==> src/design/smse_pkg.sv <==
// Shared widths, operation and status codes, and controller-to-datapath types for the engine.
package smse_pkg;

  localparam int OP_W   = 2;
  localparam int POS_W  = 11;
  localparam int VAL_W  = 16;
  localparam int SUM_W  = 26;
  localparam int STAT_W = 2;
  localparam int LEN_W  = 11;

  // Limits of the 26-bit signed result.
  localparam logic signed [31:0] SUM_HI = 32'sd33554431;
  localparam logic signed [31:0] SUM_LO = -32'sd33554432;

  typedef enum logic [OP_W-1:0] {
    OP_INSERT  = 2'd0,
    OP_DELETE  = 2'd1,
    OP_REPLACE = 2'd2,
    OP_QUERY   = 2'd3
  } op_t;

  typedef enum logic [STAT_W-1:0] {
    ST_OK      = 2'd0,
    ST_INVALID = 2'd1,
    ST_FULL    = 2'd2
  } stat_t;

  typedef enum logic [2:0] {
    CMD_NONE,
    CMD_LOAD,
    CMD_CHECK,
    CMD_WALK,
    CMD_FINISH,
    CMD_RESULT
  } cmd_t;

  typedef struct packed {
    logic err;
    logic need_walk;
    logic walk_last;
  } dp_status_t;

endpackage

==> src/design/smse_ctrl.sv <==
// Controller state machine that sequences check, walk, commit and result hand-off.
module smse_ctrl import smse_pkg::*; (
  input  logic       clk,
  input  logic       rst,
  input  logic       in_valid,
  output logic       in_ready,
  output logic       out_valid,
  input  logic       out_ready,
  input  dp_status_t flags,
  output cmd_t       cmd
);

  typedef enum logic [2:0] {
    S_IDLE,
    S_CHECK,
    S_WALK,
    S_DRAIN,
    S_FINISH,
    S_RESP
  } state_t;

  state_t state;
  logic   slot_free;

  assign in_ready  = (state == S_IDLE);
  assign slot_free = !out_valid || out_ready;

  always_comb begin
    case (state)
      S_IDLE:   cmd = in_valid ? CMD_LOAD : CMD_NONE;
      S_CHECK:  cmd = CMD_CHECK;
      S_WALK:   cmd = CMD_WALK;
      S_FINISH: cmd = CMD_FINISH;
      S_RESP:   cmd = slot_free ? CMD_RESULT : CMD_NONE;
      default:  cmd = CMD_NONE;
    endcase
  end

  always_ff @(posedge clk) begin
    if (rst) begin
      state     <= S_IDLE;
      out_valid <= 1'b0;
    end else begin
      if (out_valid && out_ready) out_valid <= 1'b0;
      case (state)
        S_IDLE: begin
          if (in_valid) state <= S_CHECK;
        end
        S_CHECK: begin
          if (flags.err) state <= S_RESP;
          else if (flags.need_walk) state <= S_WALK;
          else state <= S_FINISH;
        end
        S_WALK: begin
          if (flags.walk_last) state <= S_DRAIN;
        end
        S_DRAIN: begin
          state <= S_FINISH;
        end
        S_FINISH: begin
          state <= S_RESP;
        end
        S_RESP: begin
          if (slot_free) begin
            out_valid <= 1'b1;
            state     <= S_IDLE;
          end
        end
        default: begin
          state <= S_IDLE;
        end
      endcase
    end
  end

  // A rejected operation must skip the walk and the commit entirely.
  a_err_skips_commit: assert property (@(posedge clk) disable iff (rst)
    (state == S_CHECK && flags.err) |=> (state == S_RESP))
    else $error("rejected operation did not go straight to the result");

endmodule

==> config.mk <==
export PLATFORM = sky130hd
export DESIGN_NAME = smse_ctrl
export DESIGN_NICKNAME = d
export VERILOG_FILES = /design/src/design/smse_pkg.sv /design/src/design/smse_ctrl.sv
export SDC_FILE = /design/constraint.sdc
export NUM_CORES = 1
export LEC_CHECK = 0
export BUFFER_PORTS_ARGS = -buffer_cell sky130_fd_sc_hd__buf_2
export CAP_MARGIN = 30
export CORE_AREA = 2 2 39 41
export CTS_BUF_LIST = sky130_fd_sc_hd__clkbuf_8
export DETAILED_ROUTE_END_ITERATION = 8
export DIE_AREA = 0 0 41 43
export GPL_ROUTABILITY_DRIVEN = 0
export SLEW_MARGIN = 25
export SYNTH_ARGS = -nofsm -noshare
export SYNTH_HDL_FRONTEND = slang
export SYNTH_SLANG_ARGS = --single-unit
==> constraint.sdc <==
create_clock -name clk -period 2.7 [get_ports clk]
set_input_delay 0.135 -clock clk [delete_from_list [all_inputs] [get_ports clk]]
set_output_delay 0.135 -clock clk [all_outputs]
set_load 0.02 [all_outputs]
=== Word-level counts from Yosys, hierarchy flattened ===
Index checks and enable logic that the tools add are counted.

* Equal/unequal tests: 8
* Multiplexer cells: 12
* Reduce and logical (&&, ||, !) cells: 5

{| class="wikitable"
|+ Operators by type and width
! kind !! count
|-
| 2-to-1 mux 3 bit || 6
|-
| one-hot mux 3 bit (6 select lines) || 1
|-
| one-hot mux 3 bit (5 select lines) || 1
|-
| equality test 3 x 2 -> 1 bit, second input constant || 2
|-
| equality test 3 bit, second input constant || 2
|-
| inequality test 2 bit, second input constant || 3
|-
| 2-to-1 mux 1 bit || 4
|-
| equality test 3 x 1 -> 1 bit, second input constant || 1
|-
| zero test 3 bit || 1
|-
| AND reduction 3 bit || 1
|-
| logical AND 1 bit || 1
|-
| zero test 1 bit || 1
|-
| logical OR 1 bit || 1
|}

* Flip-flop bits (word level): 4
* Bits of input ports: 7
* Output and inout port bits: 5
* Logic and storage cells: 27

=== Logic depth before layout (Yosys ltp) ===
Gate-level depths: netlist of run 1.

* Word-level depth: 4
* Depth in mapped cells: 4
* Mapped depth without buffers: 3

=== Worst setup path after synthesis of run 1 ===
Ideal clock, no wire load.

* Kind: register -> output
* Start point: register state[1]
* End point: output cmd[0]
* Arrival time: 1.062 ns
* Data required time: 2.565 ns
* Setup slack: 1.503 ns
* Stages on the path, launching flop included: 4
* Path through: dfxtp_1 buf_6 nand3b_1 o21ai_0

* Word-level cells in the longest chain between the ends: 2
* Elaborated cells on any way between the ends: 6
* Those cells by class: 4 x eq/ne; 1 x mux; 1 x reduce/logical

{| class="wikitable"
|+ Ends and longest elaborated chain
! what !! RTL line !! RTL
|-
| start: declaration || smse_ctrl.sv:22 || <nowiki>state_t state;</nowiki>
|-
| start signal: assignment || smse_ctrl.sv:41 || <nowiki>state <= S_IDLE;</nowiki>
|-
| start signal: assignment || smse_ctrl.sv:47 || <nowiki>if (in_valid) state <= S_CHECK;</nowiki>
|-
| start signal: assignment || smse_ctrl.sv:50 || <nowiki>if (flags.err) state <= S_RESP;</nowiki>
|-
| equality test 3 bit, or another cell as far along || smse_ctrl.sv:29 || <nowiki>case (state)</nowiki>
|-
| one-hot mux 3 bit (5 select lines) * || smse_ctrl.sv:29 ||
|-
| end: declaration || smse_ctrl.sv:10 || <nowiki>output cmd_t cmd</nowiki>
|}

Every way passes the cells marked *; elsewhere a longest branch is shown, timed or not.

=== Worst setup path in the final report of run 1 ===
* Start point: register state[0]
* End point: output cmd[0]

The elaborated chain is that of the path after synthesis.

==> results of run 1 <==
-- registers in the layout (all words and copies together) (netlist names) --
name       cells
state          3
out_valid      1
-- synth_stat cells --
| cell | count | area (µm²) |
|---|---|---|
| nand3_1 | 1 | 5.00 |
| dfxtp_1 | 4 | 80.1 |
| mux2i_1 | 2 | 20.0 |
| nor3b_2 | 1 | 12.5 |
| nand2_1 | 1 | 3.75 |
| o21ai_0 | 2 | 10.0 |
| o21a_1 | 1 | 7.51 |
| nor2b_1 | 1 | 6.26 |
| and2b_2 | 1 | 8.76 |
| buf_6 | 1 | 11.3 |
| a21oi_2 | 1 | 8.76 |
| nor2_1 | 3 | 11.3 |
| nand2b_1 | 3 | 18.8 |
| a21oi_1 | 3 | 15.0 |
| o2111a_1 | 1 | 11.3 |
| nand3b_1 | 1 | 7.51 |
| nor3_1 | 2 | 10.0 |
| buf_2 | 2 | 10.0 |
| xnor2_1 | 1 | 8.76 |
-- cells by family (layout without fill, tap and decap cells) --
| logic type | count (synthesis) | in the layout | synth area share |
|---|---|---|---|
| multiplexers | 2 | 2 | 0.0751 |
| AO/OA/AOI/OAI | 8 | 8 | 0.197 |
| XOR/XNOR | 1 | 1 | 0.0329 |
| flip-flops | 4 | 4 | 0.300 |
| buffers and inverters | 3 | 14 | 0.0798 |
| AND/OR/NAND/NOR | 14 | 14 | 0.315 |
-- cell usage in the layout, fill, tap and decap left out, drive strengths merged, types with 2 or more instances in the layout --
cell    Yosys  routed
nand2b      3       3
dfxtp       4       4
o21ai       2       2
nor3        2       2
mux2i       2       2
a21oi       4       4
nor2        3       3
buf         3      11
clkbuf      0       3
-- power by group --
part           internal [µW]  switching (µW)  total (µW)  leakage, µW
Sequential              63.9            9.98        73.9    0.0000327
Combinational           23.4            28.2        51.6    0.0000939
Clock                   95.1            31.4         127    0.0000216
Total                    182            69.6         252     0.000148
-- per-layer routing --
metal / global-route usage / wire [µm]
met5: 0 / 0
met4: 0.0600 / 14
met3: 0.0314 / 45
met2: 0.0938 / 235
met1: 0.0839 / 264
-- through the flow --
step                area, µm²  power (µW)
global route              362         267
floorplan                 267         112
finish                    362         252
detailed placement        320         127
global placement          320         127
CTS                       362         257
-- worst max-delay path, stage by stage, from the launching register on --
cell	delay (ns)
dfxtp_1	0.49
nand3b_1	0.14
o21ai_0	0.16
buf_2	0.18
-- final cells by class --
type,instances,area [µm²],area share
multi-input combinational,25,165,0.457
sequential,4,80.1,0.221
timing repair buffer,11,55.1,0.152
clock buffer,3,41.3,0.114
tap,16,20.0,0.0554
-- worst max path at each step --
stage,start,to,depth (start not counted)
2_1_floorplan,state[1],cmd[0],3
3_3_place_gp,state[0],cmd[0],3
3_5_place_dp,state[0],cmd[0],3
4_1_cts,state[0],cmd[0],3
5_1_grt,state[0],cmd[0],3
6_report,state[0],cmd[0],3
==> flow_summary.toml, run 1 <==
[drt]
routedWlPerCell_um = 9.49
drtIter0Drc = 4
vias_per_cell = 4.31
drc_errors = 0
num_vias = 254
dr.pass1.iters = 4
ant_nets = 0
wl_um = 560

[clock_network]
cts_setup_buffers = 0
cts_buffers = 3
cts_root_buffer = "clkbuf_8"
numClockSinks = 4
cts_resized = 0
clock_latency_ns = 0.22
cts_tree = "built"
cts.path.max_buffers = 2
cts_max_level = 1
ctsHoldBuffers = 0
cts.reportedPaths.clkPinSlew_ns = 0.03

[setup_path]
r2r_cells = 2
crit_required_ns = 2.57
reg2reg_to = "state[0]"
startpoint_type = "flop"
r2r_slack_ns = 1.58
arrival_ns = 1.19
rr_startpoint = "state[1]"
path_class = "reg2out"
endpoint_kind = "output pin"
path_max_fanout = 9

[run]
drv_cap = 0

[floorplanning]
fp.dieH_um = 43
num_rows = 14
initial_utilization = 0.193
dieArea_um2 = 1760
die_width_um = 41
ios = 12
coreArea_um2 = 1380

[final_layout]
finalNetCount = 52
instances_no_fill = 59
layout-drive-gt1-share = 0.395
n_fill_cell = 164
antenna_cells = 0
syn2layout_area_growth_pct = 35.7
final_util = 0.261

[placed_design]
io_buffers = 11
hpwl_um = 433
dp.cells = 56
pre_cts_ws_ns = 1.58

[outcome]
status = "completed"

[sta]
setup_violations = 0
slew_violations = 0
max_slew_margin = 0.770
period_minus_slack_ns = 1.32
hold_ws_ns = 0.126
hold_viol_final = 0
setup_tns_ns = 0
timing.final.ws_setup_ns = 1.38
worst_slew_pin_slew_ns = 0.344
rsz0062_at_grt = "no"
clock_skew_ns = 0.00398
fmax_mhz = 756
final.period_utilization = 0.490

[power_and_ir_drop]
irDropWorstVdd_mv = 0.264
power_density_nw_per_um2 = 697
p_leak_uw = 0.000148

[yosys]
ys_seq_elements = 4
netlist_area_um2 = 267
ys_types = 19
avgSynthCellArea_um2 = 8.33
seq_area_frac_synth = 0.300
synthesis.nets = 39
yosysWarnings = 0
syn_inst = 32

[grt]
grt_pass1_wl_um = 800
grt_antenna_before_repair = 0
grt_pass1_vias = 222
grt_util_all_layers = 0.0714
grt_start_max_net_pins = 11
gr-total-overflow = 0

[min_path]
min_from = "rst"
min-delay-path-class = "in2reg"
holdPathEnd = "out_valid"
hold_depth = 2
No activity file was read; power rests on OpenSTA's default activity.
==> run 2, diff against run 1 <==
--- a/config.mk
+++ b/config.mk
@@ -5,6 +5,7 @@
 export SDC_FILE = /design/constraint.sdc
 export NUM_CORES = 1
 export LEC_CHECK = 0
+export ABC_AREA = 1
 export BUFFER_PORTS_ARGS = -buffer_cell sky130_fd_sc_hd__buf_2
 export CAP_MARGIN = 30
 export CORE_AREA = 2 2 39 41
==> constraint.sdc (replaced) <==
create_clock -name clk -period 1.4 [get_ports clk]
set_input_delay 0.07 -clock clk [delete_from_list [all_inputs] [get_ports clk]]
set_output_delay 0.07 -clock clk [all_outputs]
set_load 0.02 [all_outputs]
==> run 2 against run 1 <==
- largest cell class unchanged
- clock skew fell by 0.0018 ns
- highest routed layer unchanged
- combinational power rose to 2.5 times the previous value
- sequential share of layout area fell by 1.2 points
- clock power rose by 91%
- synthesized cell count rose by 38%
- global-route usage rose by 2.0 points
==> flow_summary.toml, run 2 <==
[outcome]
status = "completed"

[sta]
setup_tns_ns = 0
period_minus_slack_ns = 1.25
fmax_mhz = 797
slew_violations = 0
max_slew_margin = 0.810
clock_skew_ns = 0.00221
rsz0062_at_grt = "no"
hold_ws_ns = 0.0718
setup_violations = 0
worst_slew_pin_slew_ns = 0.285
hold_viol_final = 0
final.period_utilization = 0.896

[placed_design]
placed_cell_area_um2 = 340
io_buffers = 11
hpwl_um = 477

[drt]
wl_um = 608
vias_per_cell = 4.27
num_vias = 312
drc_errors = 0
dr.pass1.iters = 4
drtIter0Drc = 11
routedWlPerCell_um = 8.33
ant_nets = 0

[final_layout]
final_cell_mix = "buf_2 (11), inv_1 (9), nand2_1 (7)"
mostFrequentLayoutCell = "buf_2"
reg_top3 = "state: 3 flops, out_valid: 1 flops"
layout-drive-gt1-share = 0.333
largest_reg_flops = 3
finalNetCount = 66
antenna_cells = 0
syn2layout_area_growth_pct = 41.2
top_register = "state"
fin_area_um2 = 382
n_fill_cell = 160

[floorplanning]
fp.dieH_um = 43
ios = 12
die_width_um = 41
coreArea_um2 = 1380
initial_utilization = 0.195
dieArea_um2 = 1760
num_rows = 14

[power_and_ir_drop]
irDropWorstVdd_mv = 0.388
p_clk_frac = 0.471
combPwrFrac = 0.253
switchingPower_uw = 157
p_leak_uw = 0.000210
p_sw_frac = 0.306
power_density_nw_per_um2 = 1350
power_uw = 515
seq_power_share = 0.276
p_int_uw = 358

[clock_network]
cts_root_buffer = "clkbuf_8"
cts_max_level = 1
cts_resized = 0
cts_setup_buffers = 0
cts.reportedPaths.clkPinSlew_ns = 0.03
cts.path.max_buffers = 2
clock_latency_ns = 0.22
cts_tree = "built"
ctsHoldBuffers = 0
numClockSinks = 4
cts_buffers = 3

[yosys]
synth-main-ff-cell = "dfxtp_1"
avgSynthCellArea_um2 = 6.14
synth_adder_area_share = 0
netlist_area_um2 = 270
yosys.area_share.xor_xnor = 0
synth-edff-count = 0
synth_top_family_by_area = "simple AND/OR/NAND/NOR gates"
seq_area_frac_synth = 0.296
yosysWarnings = 0
syn_inst = 44
synthArstFlopShare = 0
post-synth-top-count-cell = "inv_1"
yosysTopAreaCell = "dfxtp_1"
netlist_top_cells_count = "inv_1 (9), nand2_1 (7), nor2_1 (6)"
ys_types = 15
synth.area.top_cells = "dfxtp_1 (30%), inv_1 (13%), nand2_1 (9.7%)"
ys_seq_elements = 4
synth_top_area_share = 0.296
synthMuxAreaShare = 0
synthesis.nets = 51
synth-compound-area-share = 0.144
synthSimpleGateAreaFrac = 0.403

[grt]
grt_antenna_before_repair = 0
grt_util_all_layers = 0.0915
grt_pass1_vias = 277
grt_start_max_net_pins = 9
gr-total-overflow = 0
grt_pass1_wl_mm = 1.01

[setup_path]
path_class = "reg2out"
endpoint_kind = "output pin"
crit_required_ns = 1.33
startpoint_type = "flop"
cp_cell_sequence = "nor2_2, inv_1, o22ai_1, buf_2"
arrival_ns = 1.18
slowest_stage = "dfxtp_1"
max_stage_delay_ns = 0.36
path_max_fanout = 6

[run]
drv_cap = 0

[min_path]
min-delay-path-class = "in2reg"
## run 2: cell type report
cell class | instances | area (µm²) | area share
Clock buffer | 3 | 41.3 | 0.108
Inverter | 10 | 37.5 | 0.0984
Multi-Input combinational cell | 29 | 148 | 0.387
Sequential cell | 4 | 80.1 | 0.210
Tap cell | 16 | 20.0 | 0.0525
Timing Repair Buffer | 11 | 55.1 | 0.144
## run 2: cell families after synthesis
family / count (synthesis)
AND/OR/NAND/NOR: 22
buffers and inverters: 11
AO/OA/AOI/OAI: 7
flip-flops: 4
## run 2: path summary, 6_finish.rpt
| kind | start | to | slack [ns] | cells past startpoint |
|---|---|---|---|---|
| worst min-delay path | rst | state[1] | 0.07 | 2 |
| worst min register to register | out_valid | out_valid | 0.58 | 2 |
| worst max-delay path | state[2] | cmd[0] | 0.15 | 4 |
| worst max register to register | state[1] | state[0] | 0.41 | 5 |
## run 2: per-layer routing
layer / global-route usage / wire length (µm)
met5: 0 / 0
met3: 0.0314 / 47
met1: 0.103 / 263
met4: 0.120 / 28
met2: 0.109 / 268
## run 2: stage by stage
step	util	setup WS, ns	instances
after floorplan	-	0.389	44
after global placement	0.246	0.392	70
after detailed placement	0.246	0.367	70
after CTS	0.276	0.136	73
after global routing	0.276	0.0712	73
final	0.276	0.146	73
## run 2: power by group through the flow
stage	sequential [µW]	clock [µW]	combinational, µW
6_report	142	243	131
5_1_grt	143	258	149
4_1_cts	142	253	132
3_5_place_dp	144	0	131
3_3_place_gp	143	0	130
2_1_floorplan	140	0	95.0
## run 2: critical path, delay by kind of cell, from the launching register on
kind                   cells  cell delay (ns)
flip-flops                 1             0.36
AND/OR/NAND/NOR            1             0.20
buffers and inverters      2             0.26
AO/OA/AOI/OAI              1             0.15
